--- src/rtl/cft_pkg.sv ---
package cft_pkg;

   localparam int DataW      = 8;
   localparam int SplitW     = 8;
   localparam int ColCountW  = 7;
   localparam int CellRowW   = 16;
   localparam int CellColW   = 6;
   localparam int CellOffW   = 21;
   localparam int StatusW    = 3;
   localparam int RowTotalW  = 17;
   localparam int CsrIdxW    = 1;
   localparam int CsrDataW   = 8;

   localparam int DefMaxCols  = 64;
   localparam int DefMaxRows  = 65536;
   localparam int DefMaxBytes = 1048576;

   localparam logic [SplitW-1:0]    SplitReset    = 8'd44;
   localparam logic [ColCountW-1:0] ColCountReset = 7'd1;

   localparam logic [DataW-1:0] ChNul   = 8'd0;
   localparam logic [DataW-1:0] ChLf    = 8'd10;
   localparam logic [DataW-1:0] ChCr    = 8'd13;
   localparam logic [DataW-1:0] ChQuote = 8'd34;

   typedef enum logic [CsrIdxW-1:0] {
      CSR_SPLIT_CHAR   = 1'd0,
      CSR_COLUMN_COUNT = 1'd1
   } csr_index_type;

   typedef enum logic [StatusW-1:0] {
      ST_RUNNING       = 3'd0,
      ST_DONE          = 3'd1,
      ST_TOO_MANY_COLS = 3'd2,
      ST_OPEN_QUOTE    = 3'd3,
      ST_ROW_OVERFLOW  = 3'd4,
      ST_IGNORED       = 3'd5
   } status_type;

   typedef struct packed {
      logic [DataW-1:0] data_byte;
      logic             first_byte;
      logic             last_byte;
   } req_item_type;

   typedef struct packed {
      logic [DataW-1:0]     out_byte;
      logic                 cell_start;
      logic [CellRowW-1:0]  cell_row;
      logic [CellColW-1:0]  cell_col;
      logic [CellOffW-1:0]  cell_offset;
      status_type           parse_status;
      logic [RowTotalW-1:0] row_total;
   } rsp_item_type;

endpackage

--- src/rtl/cft_if.sv ---
interface cft_req_if;
   import cft_pkg::*;

   logic             valid;
   logic             ready;
   logic [DataW-1:0] data_byte;
   logic             first_byte;
   logic             last_byte;

   modport source (output valid, output data_byte, output first_byte, output last_byte,
                   input ready);
   modport sink   (input valid, input data_byte, input first_byte, input last_byte,
                   output ready);
endinterface

interface cft_rsp_if;
   import cft_pkg::*;

   logic                 valid;
   logic                 ready;
   logic [DataW-1:0]     out_byte;
   logic                 cell_start;
   logic [CellRowW-1:0]  cell_row;
   logic [CellColW-1:0]  cell_col;
   logic [CellOffW-1:0]  cell_offset;
   logic [StatusW-1:0]   parse_status;
   logic [RowTotalW-1:0] row_total;

   modport source (output valid, output out_byte, output cell_start, output cell_row,
                   output cell_col, output cell_offset, output parse_status,
                   output row_total, input ready);
   modport sink   (input valid, input out_byte, input cell_start, input cell_row,
                   input cell_col, input cell_offset, input parse_status,
                   input row_total, output ready);
endinterface

--- src/rtl/csv_field_tokenizer_top.sv ---
// channel   dir   handshake          payload
// req_ch    in    valid / ready      data_byte, first_byte, last_byte
// rsp_ch    out   valid / ready      out_byte, cell_start, cell_row, cell_col,
//                                    cell_offset, parse_status, row_total
// csr       in    csr_wr_en          csr_index, csr_wdata
//
// one request per clock sustained while rsp_ch is not stalled; an accepted request reaches the response through
// the input register, then the tokenizer state update into the response register
// the per-byte state loop (quote, row, column, position) is combinational from the state registers back to them
// synchronous active-high reset clears state and restores split char 44, column count 1
// a stalled response holds; the input register takes one more request, then ready drops
module csv_field_tokenizer_top #(
   parameter int MAX_COLS  = cft_pkg::DefMaxCols,
   parameter int MAX_ROWS  = cft_pkg::DefMaxRows,
   parameter int MAX_BYTES = cft_pkg::DefMaxBytes
) (
   input  logic                         clock,
   input  logic                         reset,
   cft_req_if.sink                      req_ch,
   cft_rsp_if.source                    rsp_ch,
   input  logic                         csr_wr_en,
   input  cft_pkg::csr_index_type       csr_index,
   input  logic [cft_pkg::CsrDataW-1:0] csr_wdata
);
   import cft_pkg::*;

   logic         s1_valid_ff;
   req_item_type s1_item_ff;
   logic         out_valid_ff;
   rsp_item_type out_rsp_ff;
   rsp_item_type engine_rsp;
   logic         advance;
   logic         req_take;

   assign advance      = s1_valid_ff && (!out_valid_ff || rsp_ch.ready);
   assign req_ch.ready = !s1_valid_ff || advance;
   assign req_take     = req_ch.valid && req_ch.ready;

   cft_engine #(
      .MAX_COLS  (MAX_COLS),
      .MAX_ROWS  (MAX_ROWS),
      .MAX_BYTES (MAX_BYTES)
   ) u_engine (
      .clock     (clock),
      .reset     (reset),
      .csr_wr_en (csr_wr_en),
      .csr_index (csr_index),
      .csr_wdata (csr_wdata),
      .item      (s1_item_ff),
      .advance   (advance),
      .result    (engine_rsp)
   );

   always_ff @(posedge clock) begin
      if (reset) begin
         s1_valid_ff <= 1'b0;
      end else if (req_take) begin
         s1_valid_ff <= 1'b1;
      end else if (advance) begin
         s1_valid_ff <= 1'b0;
      end
   end

   always_ff @(posedge clock) begin
      if (req_take) begin
         s1_item_ff.data_byte  <= req_ch.data_byte;
         s1_item_ff.first_byte <= req_ch.first_byte;
         s1_item_ff.last_byte  <= req_ch.last_byte;
      end
   end

   always_ff @(posedge clock) begin
      if (reset) begin
         out_valid_ff <= 1'b0;
      end else if (advance) begin
         out_valid_ff <= 1'b1;
      end else if (rsp_ch.ready) begin
         out_valid_ff <= 1'b0;
      end
   end

   always_ff @(posedge clock) begin
      if (advance) begin
         out_rsp_ff <= engine_rsp;
      end
   end

   assign rsp_ch.valid        = out_valid_ff;
   assign rsp_ch.out_byte     = out_rsp_ff.out_byte;
   assign rsp_ch.cell_start   = out_rsp_ff.cell_start;
   assign rsp_ch.cell_row     = out_rsp_ff.cell_row;
   assign rsp_ch.cell_col     = out_rsp_ff.cell_col;
   assign rsp_ch.cell_offset  = out_rsp_ff.cell_offset;
   assign rsp_ch.parse_status = out_rsp_ff.parse_status;
   assign rsp_ch.row_total    = out_rsp_ff.row_total;

endmodule

--- src/rtl/cft_engine.sv ---
module cft_engine #(
   parameter int MAX_COLS  = cft_pkg::DefMaxCols,
   parameter int MAX_ROWS  = cft_pkg::DefMaxRows,
   parameter int MAX_BYTES = cft_pkg::DefMaxBytes
) (
   input  logic                           clock,
   input  logic                           reset,
   input  logic                           csr_wr_en,
   input  cft_pkg::csr_index_type         csr_index,
   input  logic [cft_pkg::CsrDataW-1:0]   csr_wdata,
   input  cft_pkg::req_item_type          item,
   input  logic                           advance,
   output cft_pkg::rsp_item_type          result
);
   import cft_pkg::*;

   localparam int MaxColW = $clog2(MAX_COLS + 1);
   localparam int LimW    = (ColCountW > MaxColW) ? ColCountW : MaxColW;
   localparam int LimXW   = LimW + 1;
   localparam int RowW    = $clog2(MAX_ROWS + 1);
   localparam int RowXW   = RowW + 1;
   localparam int PosW    = $clog2(MAX_BYTES + 1);

   logic [SplitW-1:0]    split_ff;
   logic [ColCountW-1:0] col_count_ff;

   logic            quote_ff, quote_in;
   logic [RowW-1:0] row_ff, row_in;
   logic [LimW-1:0] col_ff, col_in;
   logic [PosW-1:0] pos_ff, pos_in;
   logic            done_ff, done_in;

   logic            quote_e, done_e;
   logic [RowW-1:0] row_e;
   logic [LimW-1:0] col_e;
   logic [PosW-1:0] pos_e;

   logic [LimW-1:0]  limit;
   logic [PosW-1:0]  next_off;
   logic [RowXW-1:0] row_inc;
   logic             row_full;
   logic [LimXW-1:0] col_inc;

   logic [DataW-1:0] ob;
   logic             start;
   logic [RowW-1:0]  srow;
   logic [LimW-1:0]  scol;
   logic [PosW-1:0]  soff;
   status_type       status;

   // state as seen by this request, cleared on the first byte of a buffer
   always_comb begin
      quote_e = item.first_byte ? 1'b0 : quote_ff;
      row_e   = item.first_byte ? '0 : row_ff;
      col_e   = item.first_byte ? '0 : col_ff;
      pos_e   = item.first_byte ? '0 : pos_ff;
      done_e  = item.first_byte ? 1'b0 : done_ff;
   end

   always_comb begin
      limit    = (LimW'(col_count_ff) < LimW'(MAX_COLS)) ? LimW'(col_count_ff)
                                                          : LimW'(MAX_COLS);
      next_off = (pos_e < PosW'(MAX_BYTES)) ? pos_e + 1'b1 : PosW'(MAX_BYTES);
      row_inc  = {1'b0, row_e} + 1'b1;
      row_full = row_inc >= RowXW'(MAX_ROWS);
   end

   always_comb begin
      ob       = item.data_byte;
      start    = 1'b0;
      srow     = '0;
      scol     = '0;
      soff     = '0;
      status   = ST_RUNNING;
      quote_in = quote_e;
      row_in   = row_e;
      col_in   = col_e;
      pos_in   = pos_e;
      done_in  = done_e;
      col_inc  = '0;
      if (done_e) begin
         status = ST_IGNORED;
      end else begin
         if (item.data_byte == split_ff) begin
            if (!quote_e && pos_e != '0) begin
               ob     = ChNul;
               col_in = col_e + 1'b1;
               if (col_in < limit) begin
                  start = 1'b1;
                  srow  = row_e;
                  scol  = col_in;
                  soff  = next_off;
               end
            end
         end else if (item.data_byte == ChNul) begin
            status  = ST_DONE;
            done_in = 1'b1;
         end else if (item.data_byte == ChCr) begin
            ob = ChNul;
         end else if (item.data_byte == ChLf) begin
            if (!quote_e && pos_e != '0) begin
               ob     = ChNul;
               col_in = '0;
               if (row_full) begin
                  status  = ST_ROW_OVERFLOW;
                  done_in = 1'b1;
               end else begin
                  row_in = RowW'(row_inc);
                  if (limit != '0) begin
                     start = 1'b1;
                     srow  = RowW'(row_inc);
                     scol  = '0;
                     soff  = next_off;
                  end
               end
            end
         end else if (item.data_byte == ChQuote) begin
            if (!quote_e && col_e < limit) begin
               start = 1'b1;
               srow  = row_e;
               scol  = col_e;
               soff  = next_off;
            end
            ob       = ChNul;
            quote_in = !quote_e;
         end

         // column limit reached
         if (!done_in && col_in >= limit) begin
            status  = ST_TOO_MANY_COLS;
            done_in = 1'b1;
            start   = 1'b0;
            srow    = '0;
            scol    = '0;
            soff    = '0;
            if (col_in != '0) begin
               col_in = (limit != '0) ? limit - 1'b1 : '0;
            end
         end

         pos_in = next_off;

         // end of buffer checks
         if (!done_in && item.last_byte) begin
            if (quote_in) begin
               status = ST_OPEN_QUOTE;
            end else begin
               col_inc = {1'b0, col_in} + 1'b1;
               if (col_inc == LimXW'(col_count_ff)) begin
                  row_in = row_in + 1'b1;
               end
               status = ST_DONE;
            end
            done_in = 1'b1;
         end
      end
   end

   always_comb begin
      result.out_byte     = ob;
      result.cell_start   = start;
      result.cell_row     = CellRowW'(srow);
      result.cell_col     = CellColW'(scol);
      result.cell_offset  = CellOffW'(soff);
      result.parse_status = status;
      result.row_total    = RowTotalW'(row_in);
   end

   always_ff @(posedge clock) begin
      if (reset) begin
         split_ff     <= SplitReset;
         col_count_ff <= ColCountReset;
      end else if (csr_wr_en) begin
         case (csr_index)
            CSR_SPLIT_CHAR: begin
               split_ff <= csr_wdata[SplitW-1:0];
            end
            CSR_COLUMN_COUNT: begin
               col_count_ff <= csr_wdata[ColCountW-1:0];
            end
            default: begin
            end
         endcase
      end
   end

   always_ff @(posedge clock) begin
      if (reset) begin
         quote_ff <= 1'b0;
         row_ff   <= '0;
         col_ff   <= '0;
         pos_ff   <= '0;
         done_ff  <= 1'b0;
      end else if (advance) begin
         quote_ff <= quote_in;
         row_ff   <= row_in;
         col_ff   <= col_in;
         pos_ff   <= pos_in;
         done_ff  <= done_in;
      end
   end

endmodule
--- src/flat_wrapper.sv ---
// flat-port wrapper written by rule: the top's interface ports become plain ports
module csv_field_tokenizer_top_flat import cft_pkg::*;
#(
   parameter int MAX_COLS  = cft_pkg::DefMaxCols,
   parameter int MAX_ROWS  = cft_pkg::DefMaxRows,
   parameter int MAX_BYTES = cft_pkg::DefMaxBytes
)
  (clock, reset, csr_wr_en, csr_index, csr_wdata, req_ch_valid, req_ch_data_byte, req_ch_first_byte, req_ch_last_byte, req_ch_ready, rsp_ch_valid, rsp_ch_out_byte, rsp_ch_cell_start, rsp_ch_cell_row, rsp_ch_cell_col, rsp_ch_cell_offset, rsp_ch_parse_status, rsp_ch_row_total, rsp_ch_ready);
  cft_req_if req_ch_i ();
  cft_rsp_if rsp_ch_i ();
  input  logic clock;
  input  logic reset;
  input  logic csr_wr_en;
  input  cft_pkg::csr_index_type csr_index;
  input  logic [cft_pkg::CsrDataW-1:0] csr_wdata;
  input wire logic [$bits(req_ch_i.valid)-1:0] req_ch_valid;
  input wire logic [$bits(req_ch_i.data_byte)-1:0] req_ch_data_byte;
  input wire logic [$bits(req_ch_i.first_byte)-1:0] req_ch_first_byte;
  input wire logic [$bits(req_ch_i.last_byte)-1:0] req_ch_last_byte;
  output wire logic [$bits(req_ch_i.ready)-1:0] req_ch_ready;
  output wire logic [$bits(rsp_ch_i.valid)-1:0] rsp_ch_valid;
  output wire logic [$bits(rsp_ch_i.out_byte)-1:0] rsp_ch_out_byte;
  output wire logic [$bits(rsp_ch_i.cell_start)-1:0] rsp_ch_cell_start;
  output wire logic [$bits(rsp_ch_i.cell_row)-1:0] rsp_ch_cell_row;
  output wire logic [$bits(rsp_ch_i.cell_col)-1:0] rsp_ch_cell_col;
  output wire logic [$bits(rsp_ch_i.cell_offset)-1:0] rsp_ch_cell_offset;
  output wire logic [$bits(rsp_ch_i.parse_status)-1:0] rsp_ch_parse_status;
  output wire logic [$bits(rsp_ch_i.row_total)-1:0] rsp_ch_row_total;
  input wire logic [$bits(rsp_ch_i.ready)-1:0] rsp_ch_ready;
  assign req_ch_i.valid = req_ch_valid;
  assign req_ch_i.data_byte = req_ch_data_byte;
  assign req_ch_i.first_byte = req_ch_first_byte;
  assign req_ch_i.last_byte = req_ch_last_byte;
  assign req_ch_ready = req_ch_i.ready;
  assign rsp_ch_valid = rsp_ch_i.valid;
  assign rsp_ch_out_byte = rsp_ch_i.out_byte;
  assign rsp_ch_cell_start = rsp_ch_i.cell_start;
  assign rsp_ch_cell_row = rsp_ch_i.cell_row;
  assign rsp_ch_cell_col = rsp_ch_i.cell_col;
  assign rsp_ch_cell_offset = rsp_ch_i.cell_offset;
  assign rsp_ch_parse_status = rsp_ch_i.parse_status;
  assign rsp_ch_row_total = rsp_ch_i.row_total;
  assign rsp_ch_i.ready = rsp_ch_ready;
  csv_field_tokenizer_top #(.MAX_COLS(MAX_COLS), .MAX_ROWS(MAX_ROWS), .MAX_BYTES(MAX_BYTES)) u_core (.clock(clock), .reset(reset), .req_ch(req_ch_i), .rsp_ch(rsp_ch_i), .csr_wr_en(csr_wr_en), .csr_index(csr_index), .csr_wdata(csr_wdata));
endmodule
--- config.mk ---
export PLATFORM = sky130hd
export DESIGN_NAME = csv_field_tokenizer_top_flat
export DESIGN_NICKNAME = d
export VERILOG_FILES = /design/src/rtl/cft_pkg.sv /design/src/rtl/cft_if.sv /design/src/rtl/csv_field_tokenizer_top.sv /design/src/rtl/cft_engine.sv /design/src/flat_wrapper.sv
export SDC_FILE = /design/constraint.sdc
export NUM_CORES = 1
export LEC_CHECK = 0
export BUFFER_PORTS_ARGS = -buffer_cell sky130_fd_sc_hd__buf_2
export CAP_MARGIN = 10
export CORE_MARGIN = 5
export CORE_UTILIZATION = 33
export CTS_CLUSTER_DIAMETER = 200
export CTS_CLUSTER_SIZE = 14
export DETAILED_ROUTE_END_ITERATION = 16
export MAX_ROUTING_LAYER = met4
export RECOVER_POWER = 50
export SYNTH_ARGS = -nofsm -noshare
export SYNTH_HDL_FRONTEND = slang
export SYNTH_SLANG_ARGS = --single-unit
--- constraint.sdc ---
create_clock -name clock -period 9.21 [get_ports clock]
set_clock_uncertainty 0.2 [all_clocks]
set_input_delay 1.3815 -clock clock [delete_from_list [all_inputs] [get_ports clock]]
set_output_delay 1.3815 -clock clock [all_outputs]
set_load 0.005 [all_outputs]
==> results.md, run 1 <==
- Status: finished, violations left
- Failing checks: capacitance limit, slew limit
- Total CTS buffers: 17
- Initial antenna violation count: 1
- PD cells: 159 mW/mm^2
- Starting density of the core: 0.333
- Min-delay src: u_core.u_engine.split_ff[1]$_SDFFE_PP0P_
- Final HPWL DP: 20,400 um
- Slew HR: -1.86
- Post-synthesis sequential area ratio: 0.406
- Worst R2R End: u_core.rsp_ch.row_total[14]$_DFFE_PP_
- Synth async-reset ratio: 0
- R2R Setup Slk: 1.79 ns
- Fmax: ~130 MHz
- Mapped Avg Cell Area: 8.63 um^2
- CP Launch Type: register
- Clock latency at the later pin of the worst-skew pair: 0.45 ns
- Register bit total from synthesis: around 150
- Most frequent cells in the layout: nor2_1, nand2_1, a21oi_1, edfxtp_1, dfxtp_1
- Layout cells sized above 1: 0.121
- Die height: 177 um
- Final Net Count: ~1.2k
- Fin crit share: 0.806
- Peak VDD IR: about 100 uV
- Remaining Overflow, GRT: 0
- Routed wire length: 28,800 um
- First-pass DRT Iterations: 5
- Max_cap viols: 2
- H-tree levels: 4
- CP Capture Type: register
- Number of global-route vias before repair: 7,842
- Slew Limit Fails: 136
- Routability cong.: approximately 0.92
- Post-Place Cells: 1,491
- Resize count post-CTS: 0
- Yosys warning count: 0
- Setup violators final: 0
- Hold Crit Depth: 2
- Worst R2R Path Depth: 26
- Cell Count, Final, Fillers Out: 1,524
- Routed Antenna Nets: 0
- Vias/cell: 5.51
- CTS root buf: clkbuf_16
- Post-Syn Area: 0.00922 mm^2
- Reg2reg start: u_core.s1_item_ff[1]$_DFFE_PP_
- Hold slack: 0.278 ns
- Hold Violations, Final: 0
- Iteration-0 DRC Markers: 856
- Total I/O pin count: 98
- Yosys cell types: around 100
- CTS tree: done
- Hold_buf cts: 0
- Hold Path End: u_core.u_engine.split_ff[1]$_SDFFE_PP0P_
- Die area: 0.0314 mm^2
- Placeable Area: 0.0277 mm^2
- Largest area contributor in the netlist: edfxtp_1
- Fill count: about 2.9k
- Most common cell after layout, fill and taps aside: nor2_1
- Worst min-delay path class: register to register
- Post-synthesis cell count: roughly 1.1k
- WS Path Type: register to register
- Row cnt: between 60 and 70
- Leakage: 0.00375 uW
- Synthesized net count: 1,120
- Max Fanout on Critical Path: 53
- Number of flops mapped to enable cells by yosys: 82
- First-pass GRT wire length: 45,000 um
- Largest net degree at the start of global routing: 75
- Fin crit period: around 7.4 ns
- Total Routing Usage GR: 0.189
- Share of the synthesized area in the top cell type: 0.267
- Worst Path Arrival: around 7.5 ns
- RSZ-0062 raised after global routing: no
- Sink Count: 146
- Routed WL per cell: about 19 um
- Slew @ Worst Pin: 4.29 ns
- Area Growth Syn to Fin: 13.9%
- Post-CTS setup buffer count: 0
- Most used flip-flop cell after synthesis: edfxtp_1
- Synth top area cells: edfxtp_1, dfxtp_1, nor2_1
- Sum of negative setup slack: 0 ns
- Worst path required time: 9.30 ns
- Die width: 177 um
- Clk buf depth: 2
- Vias: ~8.4k
- Port bufs: slightly below 100
- Residual DRC: 0
- Clock transition at path regs: around 0.07 ns
[report_power, final]
part | leakage, uW | switching [uW] | internal, uW
Sequential | 0.00128 | 22.5 | 718
Clock | 0.000277 | 318 | 380
Combinational | 0.00219 | 158 | 71.8
[routing by layer]
| metal | part of all wire | wire [um] | GRT usage |
|---|---|---|---|
| met1 | 0.47 | 13500 | 0.260 |
| met2 | 0.44 | 12800 | 0.280 |
| met3 | 0.066 | 1920 | 0.0378 |
| met4 | 0.024 | 698 | 0.0609 |
| met5 | 0 | 0 | - |
[area by class of cell]
type                       count  area [um^2]  area share
clock inverter                15          149      0.0142
antenna                        1         2.50    0.000238
sequential                   146         3740       0.356
inverter                      24         91.3     0.00870
multi-input combinational    837         5120       0.488
tap                          378          473      0.0450
clock buffer                  17          425      0.0405
timing repair buffer         106          497      0.0473
[worst max-delay path: stages (launching register included)]
cell and delay, ns:
edfxtp_1 0.35, buf_4 0.48, nor2b_1 0.16, inv_1 0.09, ha_1 0.15, nor4b_1 0.30
nand3_1 0.14, o21a_1 0.29, inv_1 0.27, nor2_1 0.23, a22oi_1 0.51, inv_1 0.16
ha_1 0.31, a31oi_1 0.07, o21ai_1 0.39, nand3_4 0.33, nor2_2 0.30, nand2_1 0.08
o21ai_0 0.21, ha_1 0.30, inv_1 0.14, nor4_1 0.46, mux2i_4 0.25, nor2_4 0.34
nand3_2 0.13, or3_1 0.42, a31oi_1 0.18
[worst max path at each step]
stage | slack [ns] | from | depth (start not counted) | endpoint
2_1_floorplan | 2.41 | u_core.s1_item_ff[1]$_DFFE_PP_ | 30 | u_core.rsp_ch.row_total[16]$_DFFE_PP_
3_3_place_gp | 2.52 | u_core.s1_item_ff[1]$_DFFE_PP_ | 26 | u_core.rsp_ch.row_total[14]$_DFFE_PP_
3_5_place_dp | 2.18 | u_core.s1_item_ff[1]$_DFFE_PP_ | 26 | u_core.rsp_ch.row_total[14]$_DFFE_PP_
4_1_cts | 2.16 | u_core.s1_item_ff[1]$_DFFE_PP_ | 26 | u_core.rsp_ch.row_total[14]$_DFFE_PP_
5_1_grt | 1.19 | u_core.s1_item_ff[1]$_DFFE_PP_ | 26 | u_core.rsp_ch.row_total[5]$_DFFE_PP_
6_report | 1.79 | u_core.s1_item_ff[1]$_DFFE_PP_ | 26 | u_core.rsp_ch.row_total[14]$_DFFE_PP_
[per-stage QoR]
stage | util | setup WS (ns) | power [uW] | area [um^2]
6_report | 0.379 | 1.79 | 1670 | 10500
3_5_place_dp | 0.360 | 2.18 | 982 | 9990
4_1_cts | 0.381 | 2.16 | 1680 | 10600
3_3_place_gp | 0.360 | 2.52 | 981 | 9990
5_1_grt | 0.379 | 1.19 | 1740 | 10500
2_1_floorplan | - | 2.41 | 908 | 9220
[synth_stat cells, drive strengths merged (4+ instances only)]
library cell,count
a211oi,12
a21boi,9
a21oi,85
a22o,5
a22oi,18
a31oi,16
and2,6
and3,25
buf,16
clkbuf,45
dfxtp,64
edfxtp,82
ha,28
inv,23
mux2i,11
nand2,127
nand2b,14
nand3,53
nand3b,7
nand4,18
nor2,132
nor2b,34
nor3,26
nor3b,5
nor4,17
o21a,10
o21ai,53
o31ai,6
or2,5
or3,13
or4,4
xnor2,26
xor2,25
[flip-flops by register name, indices dropped and copies added, names as in the netlist]
register,cells
u_core.s1_valid_ff,1
u_core.u_engine.col_count_ff,7
u_core.rsp_ch.cell_start,1
u_core.s1_item_ff,10
u_core.u_engine.col_ff,7
u_core.rsp_ch.cell_row,16
u_core.u_engine.done_ff,1
u_core.u_engine.quote_ff,1
u_core.rsp_ch.valid,1
u_core.u_engine.split_ff,8
u_core.rsp_ch.out_byte,8
u_core.rsp_ch.row_total,17
u_core.rsp_ch.cell_offset,21
u_core.rsp_ch.cell_col,6
u_core.rsp_ch.parse_status,3
u_core.u_engine.row_ff,17
u_core.u_engine.pos_ff,21
[cell families after synthesis]
group | synth area share
muxes | 0.0174
DFF | 0.406
adders and majority gates | 0.0380
and+or+nand+nor | 0.275
xor gates and xnor gates | 0.0493
buffers and inverters | 0.0392
AOI/OAI and AO/OA | 0.175
Power figures use the tool's default switching activity.
==> run 2, diff against run 1 <==
Settings changed: ABC_AREA set to 1.
Clock period 9.21 ns to 6.6 ns, I/O delays scaled along.
==> run 2 against run 1 <==
Effect of this change: the flow still finishes with violations (capacitance limit, slew limit); count of clock-buffer cells in the layout unchanged; flip-flop and latch count unchanged; power up 49%; final cell count up 18%; routed wire length down 0.95%; global-route usage down 1.1 points; synthesized area up 3.4%; highest routed layer unchanged.
==> results.md, run 2 <==
- Fmax: 173 MHz (+28%)
- Row cnt: 62 (+1.6%)
- Area Growth Syn to Fin: 15.1%
- Iteration-0 DRC Markers: 700 (-18%)
- Number of flops mapped to enable cells by yosys: 82 (unchanged)
- Finished Core Util: 0.383 (+0.00413)
- Clock transition at path regs: 0.07 ns (about the same)
- CTS root buf: clkbuf_16
- Sink Count: 146 (unchanged)
- Worst Path Buf+Inv: 4 (-1)
- Number of global-route vias before repair: 8,424 (+7.4%)
- Crit-path slowest cell: edfxtp_1
- Final Net Count: 1,460 (+23%)
- CP Capture Type: register
- Post-Syn Area: 0.00953 mm^2 (+3.4%)
- Routability cong.: 0.919 (-0.35%)
- Failing checks: capacitance limit, slew limit
- Most common cell after layout, fill and taps aside: nand2_1
- Remaining Overflow, GRT: 0 (unchanged)
- Total CTS buffers: 17 (unchanged)
- H-tree levels: 4 (unchanged)
- Routed wire length: 28,600 um (-0.95%)
- Die width: 180 um (+1.6%)
- Total Routing Usage GR: 0.178 (-0.0107)
- Slew Limit Fails: 55 (-60%)
- CTS tree: done
- Status: finished, violations left
- First-pass GRT wire length: 45,600 um (+1.4%)
- CP max stage delay: 0.53 ns (+0.02 ns)
- Mapped Avg Cell Area: 7.26 um^2 (-16%)
- Hold Violations, Final: 0 (unchanged)
- Yosys warning count: 0 (unchanged)
- Starting density of the core: 0.333 (about the same)
- Routed WL per cell: 15.8 um (-16%)
- Synth async-reset ratio: 0 (unchanged)
- CP Launch Type: register
- Fill count: 3,038 (+6.0%)
- Hold_buf cts: 0 (unchanged)
- Synth top area cells: edfxtp_1, dfxtp_1, nand2_1
- Hold slack: 0.283 ns (+0.00510 ns)
- Final HPWL DP: 21,100 um (+3.5%)
- Most common cell in the netlist: nand2_1
- Post-synthesis cell count: 1,313 (+23%)
- Largest area contributor in the netlist: edfxtp_1
- First-pass DRT Iterations: 5 (unchanged)
- Crit path top cell by count: nand3_1
- Port bufs: 97 (unchanged)
- Worst min-delay path class: register to register
- Die area: 0.0324 mm^2 (+3.2%)
- Vias: 8,964 (+6.7%)
- Die height: 180 um (+1.6%)
- Residual DRC: 0 (unchanged)
- Placeable Area: 0.0286 mm^2 (+3.3%)
- Slew HR: -0.900 (+0.959)
- Yosys cell types: 55 (-46%)
- Sum of negative setup slack: 0 ns (unchanged)
- RSZ-0062 raised after global routing: no
- Initial antenna violation count: 0 (-1)
- Share of the synthesized area in the top cell type: 0.258 (-0.00880)
- Most used flip-flop cell after synthesis: edfxtp_1
- Vias/cell: 4.97 (-9.9%)
- Leakage: 0.00468 uW (+25%)
- Commonest cells post-synth: nand2_1, inv_1, nor2_1, nand3_1, a21oi_1
- Worst Path Arrival: 5.91 ns (-1.60 ns)
- Layout cells sized above 1: 0.122 (+0.000348)
- Resize count post-CTS: 0 (unchanged)
- Routed Antenna Nets: 0 (unchanged)
- Register bit total from synthesis: 146 (unchanged)
- PnR worst setup slack: 0.821 ns (-0.969 ns)
- Clk buf depth: 2 (unchanged)
- Pre-CTS setup slack: 0.639 ns (-1.54 ns)
- Setup violators final: 0 (unchanged)
- Peak VDD IR: 118 uV (+16%)
- Clock latency at the later pin of the worst-skew pair: 0.43 ns (-0.02 ns)
- Post-synthesis sequential area ratio: 0.393 (-0.0134)
- Worst path top cell family by delay: simple AND/OR/NAND/NOR gates
- Synthesized net count: 1,365 (+22%)
- Worst path required time: 6.73 ns (-2.57 ns)
- PD cells: 227 mW/mm^2 (+43%)
- WS Path Type: register to register
- Antenna Cells: 0 (-1)
- Most frequent cells in the layout: nand2_1, inv_1, nor2_1, nand3_1, a21oi_1
- Slew @ Worst Pin: 2.85 ns (-1.44 ns)
- Largest net degree at the start of global routing: 55 (-27%)
- Max Fanout on Critical Path: 16 (-70%)
- Fin crit share: 0.876 (+0.0700)
- Fin crit period: 5.78 ns (-1.64 ns)
- Max_cap viols: 1 (-1)
- Total I/O pin count: 98 (unchanged)
run 2: tightest hold or removal path, stage by stage, from the launching register on:
cell	delay [ns]
dfxtp_1	0.30
inv_1	0.08
a21oi_1	0.06
run 2: logic make-up (layout without fill, tap and decap cells):
logic type | Yosys count | in the layout | share of synthesized area
DFF | 146 | 146 | 0.393
AOI/OAI and AO/OA | 206 | 206 | 0.118
xor gates and xnor gates | 32 | 32 | 0.0314
buffers and inverters | 233 | 341 | 0.0977
and+or+nand+nor | 668 | 668 | 0.323
adders and majority gates | 28 | 28 | 0.0368
run 2: through the flow:
step	total power, uW	cells	instance area, um^2
after floorplan	1380	1313	9530
after global placement	1510	1771	10400
after detailed placement	1510	1771	10400
after CTS	2520	1803	11000
after global routing	2620	1805	11000
final	2490	1805	11000
run 2: final cells by class:
| class | count | area, um^2 | share of cell area |
|---|---|---|---|
| well taps | 384 | 480 | 0.0438 |
| multi-input cells | 934 | 4870 | 0.444 |
| repair buffers | 118 | 566 | 0.0516 |
| clock inverters | 15 | 168 | 0.0153 |
| clock buffers | 17 | 425 | 0.0388 |
| inverters | 191 | 721 | 0.0657 |
| flip-flops and latches | 146 | 3740 | 0.341 |
run 2: report_power, final:
group	internal [uW]	total [uW]	switching, uW	leakage (uW)
Combinational	135	447	312	0.00307
Clock	569	995	427	0.000297
Sequential	1020	1050	35.3	0.00131
Total	1720	2490	774	0.00468
run 2: path summary, 6_finish.rpt:
check        slack, ns                                      to  cells after the start                                   start
max               0.82  u_core.u_engine.row_ff[5]$_SDFFE_PP0P_                     32          u_core.s1_item_ff[1]$_DFFE_PP_
min               0.28  u_core.u_engine.pos_ff[1]$_SDFFE_PP0P_                      2  u_core.u_engine.pos_ff[1]$_SDFFE_PP0P_
max reg2reg       0.82  u_core.u_engine.row_ff[5]$_SDFFE_PP0P_                     32          u_core.s1_item_ff[1]$_DFFE_PP_
min reg2reg       0.28  u_core.u_engine.pos_ff[1]$_SDFFE_PP0P_                      2  u_core.u_engine.pos_ff[1]$_SDFFE_PP0P_
run 2: repair_timing:
| item | in CTS | in global routing |
|---|---|---|
| setup buffers | 0 | 2 |
| endpoints found under the setup margin | 0 | 9 |
| hold endpoints to repair | 0 | 0 |
run 2: routing by layer:
layer | GRT usage | part of all wire | vias to the layer above
met1 | 0.236 | 0.46 | 4106
met3 | 0.0295 | 0.061 | 21
met4 | 0.0457 | 0.015 | 0
li1 | - | - | 4527
met2 | 0.285 | 0.46 | 310
met5 | - | 0 | -
